## src/sv/ctrb_pkg.sv

```systemverilog
// ----------------------------------------------------------------------------
// ctrb_pkg
// shared constants, types and elaboration-time helpers of the kelvin to rgb
// converter
// ----------------------------------------------------------------------------
package ctrb_pkg;

  localparam int FRAC_BITS_DEF = 16;

  localparam int KW     = 16;
  localparam int CW     = 8;
  localparam int INT_W  = 9;
  localparam int EXP_W  = 4;

  localparam logic [KW-1:0] K_MIN      = 16'd1000;
  localparam logic [KW-1:0] K_MAX      = 16'd40000;
  localparam logic [KW-1:0] K_SIXTY    = 16'd6000;
  localparam logic [KW-1:0] K_SIXTYSIX = 16'd6600;
  localparam logic [KW-1:0] K_NINETEEN = 16'd1900;
  localparam logic [KW-1:0] K_TEN      = 16'd1000;

  localparam logic [CW-1:0] CH_MAX = 8'd255;

  localparam longint unsigned DEC_SCALE = 64'd1000000000;

  localparam longint unsigned C_RED_GAIN    = 64'd329698727446;
  localparam longint unsigned C_RED_EXP     = 64'd133204759;
  localparam longint unsigned C_GRN_LO_GAIN = 64'd99470802586;
  localparam longint unsigned C_GRN_LO_OFS  = 64'd161119568166;
  localparam longint unsigned C_GRN_HI_GAIN = 64'd288122169528;
  localparam longint unsigned C_GRN_HI_EXP  = 64'd75514849;
  localparam longint unsigned C_BLU_GAIN    = 64'd138517731223;
  localparam longint unsigned C_BLU_OFS     = 64'd305044792731;
  localparam longint unsigned C_LN2         = 64'd693147181;

  // floor(w/100) as (w*DIV100_MUL)>>DIV100_SHIFT, exact for w below 2^23
  localparam int            DIV100_W     = 23;
  localparam int            DIV100_MW    = 24;
  localparam int            DIV100_SHIFT = 30;
  localparam logic [23:0]   DIV100_MUL   = 24'd10737419;

  typedef struct packed {
    logic lo66;
    logic ge66;
    logic le19;
  } band_t;

  typedef struct packed {
    logic          lo66;
    logic [CW-1:0] green;
    logic [CW-1:0] blue;
  } lo_res_t;

  function automatic longint unsigned fx_const(longint unsigned n, int f);
    return (n << f) / DEC_SCALE;
  endfunction

  function automatic longint unsigned isqrt64(longint unsigned v);
    longint unsigned r;
    longint unsigned b;
    longint unsigned x;
    x = v;
    r = 0;
    b = 64'h4000_0000_0000_0000;
    for (int j = 0; j < 32; j++) begin
      if (x >= r + b) begin
        x = x - (r + b);
        r = (r >> 1) + b;
      end else begin
        r = r >> 1;
      end
      b = b >> 2;
    end
    return r;
  endfunction

  // 2^(2^-i) in q.f, by repeated truncated square roots
  function automatic longint unsigned exp_root(int i, int f);
    longint unsigned root;
    root = 64'd2 << f;
    for (int j = 1; j <= i; j++) begin
      root = isqrt64(root << f);
    end
    return root;
  endfunction

endpackage

```

## src/sv/ctrb_exp2.sv

```systemverilog
// ----------------------------------------------------------------------------
// ctrb_exp2
// pipelined 2^frac: one root-of-two product per fraction bit and stage
// ----------------------------------------------------------------------------
module ctrb_exp2 import ctrb_pkg::*; #(
  parameter int FB = FRAC_BITS_DEF
) (
  input  logic                 clk,
  input  logic                 rst_n,
  input  logic                 en,
  input  logic                 in_valid,
  input  logic [FB+EXP_W-1:0]  y,
  output logic                 out_valid,
  output logic [FB:0]          res,
  output logic [EXP_W-1:0]     n
);

  localparam int YW = FB + EXP_W;
  localparam logic [FB:0] ONE = {1'b1, {FB{1'b0}}};

  logic [FB:0]   res_r [1:FB];
  logic [YW-1:0] y_r   [1:FB];
  logic          v_r   [1:FB];

  for (genvar i = 1; i <= FB; i++) begin : g_step
    localparam logic [FB:0] ROOT = (FB+1)'(exp_root(i, FB));

    logic [FB:0]     res_p;
    logic [YW-1:0]   y_p;
    logic            v_p;
    logic [2*FB+1:0] prod;
    logic [FB:0]     res_n;

    if (i == 1) begin : g_first
      assign res_p = ONE;
      assign y_p   = y;
      assign v_p   = in_valid;
    end else begin : g_next
      assign res_p = res_r[i-1];
      assign y_p   = y_r[i-1];
      assign v_p   = v_r[i-1];
    end

    assign prod  = (2*FB+2)'(res_p) * (2*FB+2)'(ROOT);
    assign res_n = y_p[FB-i] ? prod[2*FB:FB] : res_p;

    always_ff @(posedge clk) begin
      if (!rst_n) begin
        v_r[i] <= 1'b0;
      end else if (en) begin
        v_r[i] <= v_p;
      end
    end

    always_ff @(posedge clk) begin
      if (en) begin
        res_r[i] <= res_n;
        y_r[i]   <= y_p;
      end
    end
  end

  // integer part stays below 16 for any 4-bit exponent, so no doubling cap
  assign out_valid = v_r[FB];
  assign res       = res_r[FB];
  assign n         = y_r[FB][YW-1:FB];

endmodule

```

## config.mk

```make
export PLATFORM = sky130hd
export DESIGN_NAME = ctrb_exp2
export DESIGN_NICKNAME = d
export VERILOG_FILES = /design/src/sv/ctrb_pkg.sv /design/src/sv/ctrb_exp2.sv
export SDC_FILE = /design/constraint.sdc
export NUM_CORES = 2
export LEC_CHECK = 0
export BUFFER_PORTS_ARGS = -buffer_cell sky130_fd_sc_hd__buf_2
export CAP_MARGIN = 25
export CORE_ASPECT_RATIO = 1.25
export CORE_MARGIN = 5
export CORE_UTILIZATION = 59
export CTS_CLUSTER_DIAMETER = 200
export DETAILED_ROUTE_END_ITERATION = 8
export PLACE_DENSITY = 0.81
export SLEW_MARGIN = 20
export SYNTH_ARGS = -nofsm -noshare
export SYNTH_HDL_FRONTEND = slang
export SYNTH_SLANG_ARGS = --single-unit
```

## constraint.sdc

```tcl
create_clock -name clk -period 13.8 [get_ports clk]
set_input_delay 2.76 -clock clk [delete_from_list [all_inputs] [get_ports clk]]
set_output_delay 2.76 -clock clk [all_outputs]
set_load 0.02 [all_outputs]
```

==> impl_metrics.tcl <==
set metrics [dict create \
    drive_above_1_share_pct 6.045 \
    final_cell_mix "ha_1 (1076), inv_1 (975), edfxtp_1 (417), fa_1 (394), xnor2_1 (126)" \
    rr_worst_depth 22 \
    place_hpwl_mm 64.73 \
    cts_resized 0 \
    max_clock_freq_mhz 152.2 \
    slew-limit-headroom_pct 38.82 \
    cts_tree "yes" \
    post-route-period-util_pct 47.61 \
    arrival_ns 6.93 \
    path_cells "inv_1, ha_1, inv_1, ha_1, or2_2, ha_1, fa_1, ha_1, fa_1, inv_1, fa_1, inv_1, ha_1, a21o_1, a2111oi_2, a211oi_2, a21oi_1, o31ai_2, a2111oi_2, o21bai_1, xnor2_1, mux2i_1" \
    grt_pass1_wl_mm 138.1 \
    rows 112 \
    via_count 27300 \
    drv_cap 0 \
    insertion_delay_ns 0.63 \
    fin_area_mm2 0.04782 \
    wirelength_mm 81.06 \
    cp-start-kind "flop" \
    grt_util_all_layers_pct 20.35 \
    critical_path.max_stage_delay_ns 0.69 \
    cpMostUsedCell "ha_1" \
    setup-violations-final 0 \
    cts_hold_buf 0 \
    synth_flop_cell "edfxtp_1" \
    final_common_cell "ha_1" \
    yosys.area_share.simple_pct 4.361 \
    cts_buffers 47 \
    critPathSlowestCell "edfxtp_1" \
    yosys_warnings 0 \
    grt_pass1_vias 28990 \
    hold_violations 0 \
    ant_nets 0 \
    root_buffer "clkbuf_16" \
    cts.htree.levels 2 \
    async_flop_share_pct 0 \
    synth-compound-area-share_pct 6.018 \
    routedWlPerCell_um 16.25 \
    place_congestion 0.8777 \
    io_buffer_count 43 \
    drc 0 \
    antenna_cells 0 \
    finalNetCount 5476 \
    fin_skew_ns 0.03433 \
    fp.coreArea_mm2 0.07497 \
    path_max_fanout 13 \
    clkTransAtPathRegs_ns 0.07 \
    syn_area_per_cell_um2 11.45 \
    crit_required_ns 14.16 \
    via_per_inst 5.472 \
    setup_tns_ns 0 \
    io_pins 46 \
    end_kind "flop" \
    initial_core_util_pct 59.63 \
    post_dp_cell_area_mm2 0.04612 \
    clk_path_buf_depth 3 \
    syn_to_final_growth_pct 6.961 \
    grt_start_max_net_pins 142 \
    drtIter0Drc 1234 \
    netlist_area_mm2 0.04470 \
    antenna_found_initial 0 \
    synthMuxAreaShare_pct 2.110 \
    rsz0062_at_grt "no" \
    holdWs_ns 0.4113 \
    synthDistinctLibCells 83 \
    ys_seq_elements 417 \
    syn_inst 3904 \
    clock_sinks 417 \
    grt_overflow 0 \
    rrSetupSlack_ns 7.23 \
    dieArea_mm2 0.08141 \
    ys_seq_area_share_pct 28.01 \
    drtPass1Iterations 5 \
    post_cts_buffers 0 \
    path_class "reg -> reg" \
    r2r-start "res_r[0][36]" \
    worst_slew_pin_slew_ns 0.9178 \
    synth_edf_count 417 \
    synth_top_family_by_area "adder cells" \
    crit_end "res_r[0][65]" \
    worstReg2RegEnd "res_r[0][65]" \
    startpoint "res_r[0][36]" \
    synthAdderAreaFrac_pct 47.76 \
    status "completed" \
    synth_xor_area_share_pct 3.291 \
    slew_viol_final 0 \
    die_x_um 256.2 \
    hold_path.class "reg -> reg" \
    die_h_um 317.8 \
    finalWorstPathRequiredPeriod_ns 6.570 \
]
-- critical path: cells and delay by family, from the launching register on --
kind / cells / cell delay, ns
buffers and inverters: 4 / 0.46
XOR/XNOR: 1 / 0.15
adder cells (fa/ha/maj): 8 / 2.86
flip-flops: 1 / 0.69
AO/OA/AOI/OAI: 7 / 1.76
AND/OR/NAND/NOR: 1 / 0.29
multiplexers: 1 / 0.09
-- cells by family (layout without fill, tap and decap cells) --
kind of cell | count (synthesis) | count (layout)
compound gates | 378 | 378
xor+xnor | 168 | 168
fa+ha+maj | 1470 | 1470
buf+inv | 1002 | 1111
flops | 417 | 417
mux | 85 | 85
other cells | 2 | 9
simple gates | 382 | 382
-- state kept, by name, summed over array words and instances (netlist names) --
name / count
v_r: 16
res_r: 245
y_r: 156
-- routing by layer --
layer,vias up,part of all wire [%],track usage [%]
met5,-,0,0
met4,0,3.2,6.299
met3,171,3.5,2.157
met2,423,52,37.88
met1,13420,41,24.83
li1,13290,-,-
-- stage by stage --
| step | worst slack (ns) | instances | util [%] |
|---|---|---|---|
| finish | 7.230 | 4989 | 63.78 |
| global route | 6.917 | 4989 | 63.78 |
| CTS | 7.170 | 4989 | 63.78 |
| detailed placement | 7.184 | 4902 | 61.52 |
| global placement | 7.269 | 4902 | 61.52 |
| floorplan | 7.778 | 3911 | - |
-- synth_stat cells (all sizes together) (52+ instances only) --
| library cell | count | area, µm² |
|---|---|---|
| ha | 1076 | 13460 |
| fa | 394 | 7888 |
| mux2 | 74 | 833.3 |
| a21oi | 92 | 468.0 |
| nand2 | 92 | 345.3 |
| edfxtp | 417 | 12520 |
| o21ai | 52 | 260.3 |
| a21o | 71 | 533.0 |
| nor2 | 66 | 247.7 |
| nand3 | 60 | 305.3 |
| xnor2 | 126 | 1104 |
| inv | 975 | 3660 |
-- how the worst min path moves through the flow --
stage                     slack (ns)       endpoint          start  depth (start not counted)
after floorplan                 0.40  res_r[1][119]  res_r[1][102]                          0
after global placement          0.40  res_r[1][127]  res_r[1][110]                          0
after detailed placement        0.40    res_r[2][1]  res_r[1][120]                          0
after CTS                       0.41    y_r[0][165]    y_r[0][145]                          0
after global routing            0.42    y_r[0][183]    y_r[0][163]                          0
final                           0.41    y_r[0][165]    y_r[0][145]                          0
-- cell type report --
cell class,instances,area [µm²]
fill,5595,27160
clock buffer,49,1184
multi-input combinational,2492,28440
clock inverter,38,508.0
sequential,417,12520
tap,969,1212
timing repair buffer,48,287.8
inverter,976,3664
Power is not shown: default switching activity piles up to over one toggle a cycle in this logic, so the estimate is an artifact.
