## config.mk

```make
export PLATFORM = sky130hd
export DESIGN_NAME = ctrb_recip
export DESIGN_NICKNAME = d
export VERILOG_FILES = /design/src/sv/ctrb_pkg.sv /design/src/sv/ctrb_recip.sv
export SDC_FILE = /design/constraint.sdc
export NUM_CORES = 1
export LEC_CHECK = 0
export CAP_MARGIN = 10
export CORE_MARGIN = 5
export CORE_UTILIZATION = 53
export DETAILED_ROUTE_END_ITERATION = 10
export DONT_BUFFER_PORTS = 1
export PLACE_DENSITY = 0.66
export SYNTH_ARGS = -nofsm -noshare
export SYNTH_HDL_FRONTEND = slang
export SYNTH_SLANG_ARGS = --single-unit
```

## constraint.sdc

```tcl
create_clock -name clk -period 5.6 [get_ports clk]
set_input_delay 1.12 -clock clk [delete_from_list [all_inputs] [get_ports clk]]
set_output_delay 1.12 -clock clk [all_outputs]
set_load 0.005 [all_outputs]
```

## src/sv/ctrb_pkg.sv

```systemverilog
// ----------------------------------------------------------------------------
// ctrb_pkg
// shared constants, types and elaboration-time helpers of the kelvin to rgb
// converter
// ----------------------------------------------------------------------------
package ctrb_pkg;

  localparam int FRAC_BITS_DEF = 16;

  localparam int KW     = 16;
  localparam int CW     = 8;
  localparam int INT_W  = 9;
  localparam int EXP_W  = 4;

  localparam logic [KW-1:0] K_MIN      = 16'd1000;
  localparam logic [KW-1:0] K_MAX      = 16'd40000;
  localparam logic [KW-1:0] K_SIXTY    = 16'd6000;
  localparam logic [KW-1:0] K_SIXTYSIX = 16'd6600;
  localparam logic [KW-1:0] K_NINETEEN = 16'd1900;
  localparam logic [KW-1:0] K_TEN      = 16'd1000;

  localparam logic [CW-1:0] CH_MAX = 8'd255;

  localparam longint unsigned DEC_SCALE = 64'd1000000000;

  localparam longint unsigned C_RED_GAIN    = 64'd329698727446;
  localparam longint unsigned C_RED_EXP     = 64'd133204759;
  localparam longint unsigned C_GRN_LO_GAIN = 64'd99470802586;
  localparam longint unsigned C_GRN_LO_OFS  = 64'd161119568166;
  localparam longint unsigned C_GRN_HI_GAIN = 64'd288122169528;
  localparam longint unsigned C_GRN_HI_EXP  = 64'd75514849;
  localparam longint unsigned C_BLU_GAIN    = 64'd138517731223;
  localparam longint unsigned C_BLU_OFS     = 64'd305044792731;
  localparam longint unsigned C_LN2         = 64'd693147181;

  // floor(w/100) as (w*DIV100_MUL)>>DIV100_SHIFT, exact for w below 2^23
  localparam int            DIV100_W     = 23;
  localparam int            DIV100_MW    = 24;
  localparam int            DIV100_SHIFT = 30;
  localparam logic [23:0]   DIV100_MUL   = 24'd10737419;

  typedef struct packed {
    logic lo66;
    logic ge66;
    logic le19;
  } band_t;

  typedef struct packed {
    logic          lo66;
    logic [CW-1:0] green;
    logic [CW-1:0] blue;
  } lo_res_t;

  function automatic longint unsigned fx_const(longint unsigned n, int f);
    return (n << f) / DEC_SCALE;
  endfunction

  function automatic longint unsigned isqrt64(longint unsigned v);
    longint unsigned r;
    longint unsigned b;
    longint unsigned x;
    x = v;
    r = 0;
    b = 64'h4000_0000_0000_0000;
    for (int j = 0; j < 32; j++) begin
      if (x >= r + b) begin
        x = x - (r + b);
        r = (r >> 1) + b;
      end else begin
        r = r >> 1;
      end
      b = b >> 2;
    end
    return r;
  endfunction

  // 2^(2^-i) in q.f, by repeated truncated square roots
  function automatic longint unsigned exp_root(int i, int f);
    longint unsigned root;
    root = 64'd2 << f;
    for (int j = 1; j <= i; j++) begin
      root = isqrt64(root << f);
    end
    return root;
  endfunction

endpackage

```

## src/sv/ctrb_recip.sv

```systemverilog
// ----------------------------------------------------------------------------
// ctrb_recip
// pipelined restoring divider for 2^(2f)/d, one quotient bit per stage,
// then a right shift by the integer power
// ----------------------------------------------------------------------------
module ctrb_recip import ctrb_pkg::*; #(
  parameter int FB = FRAC_BITS_DEF
) (
  input  logic              clk,
  input  logic              rst_n,
  input  logic              en,
  input  logic              in_valid,
  input  logic [FB:0]       d,
  input  logic [EXP_W-1:0]  n,
  output logic              out_valid,
  output logic [FB:0]       q
);

  localparam logic [FB:0] R0 = (FB+1)'(1) << (FB-1);

  logic [FB:0]      r_r [FB+1];
  logic [FB:0]      q_r [FB+1];
  logic [FB:0]      d_r [FB+1];
  logic [EXP_W-1:0] n_r [FB+1];
  logic             v_r [FB+1];
  logic [FB:0]      qo_r;
  logic             vo_r;

  for (genvar k = 0; k <= FB; k++) begin : g_step
    logic [FB:0]      r_p;
    logic [FB:0]      q_p;
    logic [FB:0]      d_p;
    logic [EXP_W-1:0] n_p;
    logic             v_p;
    logic [FB+1:0]    t;
    logic [FB+1:0]    diff;
    logic             ge;

    if (k == 0) begin : g_first
      assign r_p = R0;
      assign q_p = '0;
      assign d_p = d;
      assign n_p = n;
      assign v_p = in_valid;
    end else begin : g_next
      assign r_p = r_r[k-1];
      assign q_p = q_r[k-1];
      assign d_p = d_r[k-1];
      assign n_p = n_r[k-1];
      assign v_p = v_r[k-1];
    end

    assign t    = {r_p, 1'b0};
    assign diff = t - {1'b0, d_p};
    assign ge   = (t >= {1'b0, d_p});

    always_ff @(posedge clk) begin
      if (!rst_n) begin
        v_r[k] <= 1'b0;
      end else if (en) begin
        v_r[k] <= v_p;
      end
    end

    always_ff @(posedge clk) begin
      if (en) begin
        r_r[k] <= ge ? diff[FB:0] : t[FB:0];
        q_r[k] <= {q_p[FB-1:0], ge};
        d_r[k] <= d_p;
        n_r[k] <= n_p;
      end
    end
  end

  always_ff @(posedge clk) begin
    if (!rst_n) begin
      vo_r <= 1'b0;
    end else if (en) begin
      vo_r <= v_r[FB];
    end
  end

  always_ff @(posedge clk) begin
    if (en) begin
      qo_r <= q_r[FB] >> n_r[FB];
    end
  end

  assign out_valid = vo_r;
  assign q         = qo_r;

endmodule

```

==> impl_metrics.json <==
{
  "clk_latency_ns": 0.63,
  "ys.flop_type": "edfxtp_1",
  "ant_nets": 0,
  "critPathKind": "register to register",
  "period_share_pct": 62.9,
  "cp.required_ns": 5.97,
  "cp.arrival_ns": 3.89,
  "holdPathStages": 0,
  "violations": "max-slew violations",
  "first_global_vias": 25163,
  "drt_iter0_markers": 1787,
  "hpwlAfterDp_um": 58600,
  "die_h_um": 289,
  "grt_start_max_net_pins": 802,
  "antennaDiodeCount": 0,
  "cp_cell_sequence": "ha_1, nor2b_1, o21ai_0, a21oi_1, o31ai_1, nand3_1, a21oi_1, o21a_1, mux2_2",
  "rows": 102,
  "final_hold_viol_count": 0,
  "grt-ovfl-total": 0,
  "rsz0062_at_grt": "no",
  "fin_tns_setup_ns": 0,
  "drive_above_1_share_pct": 9.03,
  "power-per-cell-area_nw_per_um2": 543,
  "die_w_um": 289,
  "mostFrequentLayoutCell": "edfxtp_1",
  "wl_met2_um": 39800,
  "drv_slew": 700,
  "numCtsBuffers": 87,
  "synth_seq_cells": 800,
  "hold_path.class": "register to register",
  "finalWirelength_um": 82400,
  "grt_pass1_wl_um": 131000,
  "drc_errors": 0,
  "start_util_pct": 53.4,
  "yosys_warnings": 0,
  "worstReg2RegEnd": "r_r[0][213]",
  "io_buffers": 0,
  "cp_common_cell": "a21oi_1",
  "cp_slowest_cell": "o21a_1",
  "areaGrowthSynthToFinish_pct": 9.59,
  "regToRegStartpoint": "r_r[0][188]",
  "ctsRootBufferMaster": "clkbuf_16",
  "design_area_um2": 45300,
  "avgSynthCellArea_um2": 12.4,
  "layout_common_cells": "edfxtp_1 (798), inv_1 (351), ha_1 (273)",
  "endpoint_kind": "register",
  "clock-skew-final_ns": 0.0168,
  "synthArstFlopShare_pct": 0,
  "syn-instance-count": 3344,
  "cap_violations": 0,
  "r2r_cells": 9,
  "min_period_ns": 3.52,
  "max_freq_mhz": 284,
  "met3_wirelength_um": 3260,
  "wl_met1_um": 36500,
  "cp_max_fo": 18,
  "dr.pass1.iters": 7,
  "cts_tree": "done",
  "antenna_found_initial": 5,
  "avgViaCountPerCell": 5.66,
  "synthesis.nets": 3657,
  "min_from": "q_r[0][262]",
  "setup_viol": 0,
  "total_leakage_power_nw": 18.1,
  "cts_buffer_depth": 3,
  "gp_congestion": 0.909,
  "htree_num_levels": 3,
  "nets": 3693,
  "min_to": "q_r[0][280]",
  "die_area_um2": 83700,
  "synth_area_um2": 41300,
  "ff2ff_setup_slack_ns": 2.08,
  "cpPeakStageDelay_ns": 0.67,
  "yosysUniqueCellTypes": 90,
  "synth-edff-count": 798,
  "outcome": "finished with violations",
  "tightest_slew_ns": 3.43,
  "cts-resized-gates": 0,
  "grt_use_total_pct": 19.3,
  "path_clk_slew_ns": 0.06,
  "core_um2": 77300,
  "hold_buffers": 0,
  "wl_per_cell_um": 18.3,
  "top_layer": "met5",
  "max-slew-margin-rel_pct": -129,
  "clock_sinks": 800,
  "ir_drop_uv": 373,
  "vias": 25418,
  "cp-start-kind": "register",
  "cts_setup_buffers": 0,
  "io_pins": 43,
  "postPlaceCellArea_um2": 42400,
  "ys_seq_area_share_pct": 58.1,
  "p_total_mw": 24.6
}
-- state kept, by name (all words and copies together), names as in the netlist --
signal,count
n_r,68
d_r,272
q,17
out_valid,1
r_r,272
q_r,153
v_r,17
-- area by class of cell --
cell class	count	area, um^2
sequential	800	24000
clock inverter	64	647
inverter	352	1320
tap	1040	1300
fill	6241	32000
multi-input combinational	2135	15700
clock buffer	99	2260
timing repair buffer	4	30.0
-- layer usage --
metal,track usage [%],vias up
met2,32.7,557
met3,3.12,175
li1,-,12374
met4,6.91,4
met1,25.4,12308
met5,0,-
-- power breakdown --
part,switching (mW),leakage (nW),internal [mW]
clock,2.34,1.43,3.43
sequential,0.814,7.84,8.54
combinational,5.14,8.84,4.35
total,8.29,18.1,16.3
-- synthesized netlist by cell type, types with 7 or more instances --
library cell | number | area share (%)
mux2_2 | 121 | 3.3
or3_1 | 9 | 0.14
o41ai_1 | 7 | 0.15
nand2b_1 | 52 | 0.79
a211oi_1 | 33 | 0.60
nor4_1 | 9 | 0.14
o21ai_1 | 8 | 0.097
o21ai_0 | 170 | 2.1
a211o_1 | 19 | 0.40
o211ai_1 | 10 | 0.18
o21a_1 | 41 | 0.74
nor2b_1 | 57 | 0.86
o31ai_1 | 13 | 0.24
fa_1 | 15 | 0.73
or2_2 | 10 | 0.15
a41oi_1 | 8 | 0.17
nand3_1 | 33 | 0.40
o21bai_1 | 18 | 0.33
nor3_1 | 53 | 0.64
nor2_1 | 223 | 2.0
a21o_1 | 88 | 1.6
nand2_1 | 178 | 1.6
a21oi_1 | 203 | 2.5
xor2_1 | 79 | 1.7
o31a_1 | 9 | 0.19
edfxtp_1 | 798 | 58
and4_1 | 9 | 0.19
ha_1 | 273 | 8.3
o21ai_2 | 10 | 0.21
a21boi_0 | 19 | 0.35
mux2i_1 | 24 | 0.58
o2111ai_1 | 7 | 0.15
and3_1 | 34 | 0.51
buf_2 | 7 | 0.085
mux2_4 | 9 | 0.33
a31oi_1 | 34 | 0.51
nand4_1 | 27 | 0.41
inv_1 | 351 | 3.2
o22ai_1 | 7 | 0.11
xnor2_1 | 110 | 2.3
clkbuf_1 | 40 | 0.36
and2_1 | 21 | 0.32
-- cell families (layout without fill, tap and decap cells) --
logic type      Yosys count  in the layout  share of synthesized area (%)
fa+ha+maj               288            288                           8.99
flops                   800            800                           58.1
compound gates          750            750                           11.7
xor+xnor                189            189                           4.00
simple gates            748            748                           8.89
buf+inv                 409            519                           3.91
mux                     160            160                           4.48
-- metrics by stage --
| stage | hold WS (ns) | cells | setup WS [ns] | util (%) |
|---|---|---|---|---|
| detailed placement | 0.405 | 4331 | 2.16 | 54.8 |
| global route | 0.419 | 4494 | 1.84 | 58.6 |
| global placement | 0.400 | 4331 | 2.26 | 54.8 |
| CTS | 0.412 | 4494 | 2.13 | 58.6 |
| finish | 0.412 | 4494 | 2.08 | 58.6 |
| floorplan | 0.400 | 3344 | 2.76 | - |
-- worst max-delay path: cells and delay by family, from the launching register on --
| kind | cells | cell delay (ns) |
|---|---|---|
| AND/OR/NAND/NOR | 2 | 0.37 |
| flip-flops | 1 | 0.38 |
| multiplexers | 1 | 0.41 |
| adder cells (fa/ha/maj) | 1 | 0.38 |
| AO/OA/AOI/OAI | 5 | 1.72 |
-- how the worst max path moves through the flow --
stage / end / from / slack (ns) / cells past startpoint
3_5_place_dp: r_r[0][209] / r_r[0][188] / 2.16 / 9
2_1_floorplan: r_r[0][59] / r_r[0][35] / 2.76 / 9
5_1_grt: r_r[0][269] / d_r[0][238] / 1.84 / 9
3_3_place_gp: r_r[0][207] / r_r[0][188] / 2.26 / 9
6_report: r_r[0][213] / r_r[0][188] / 2.08 / 9
4_1_cts: r_r[0][213] / r_r[0][188] / 2.13 / 9
No activity file was read; power rests on OpenSTA's default activity.
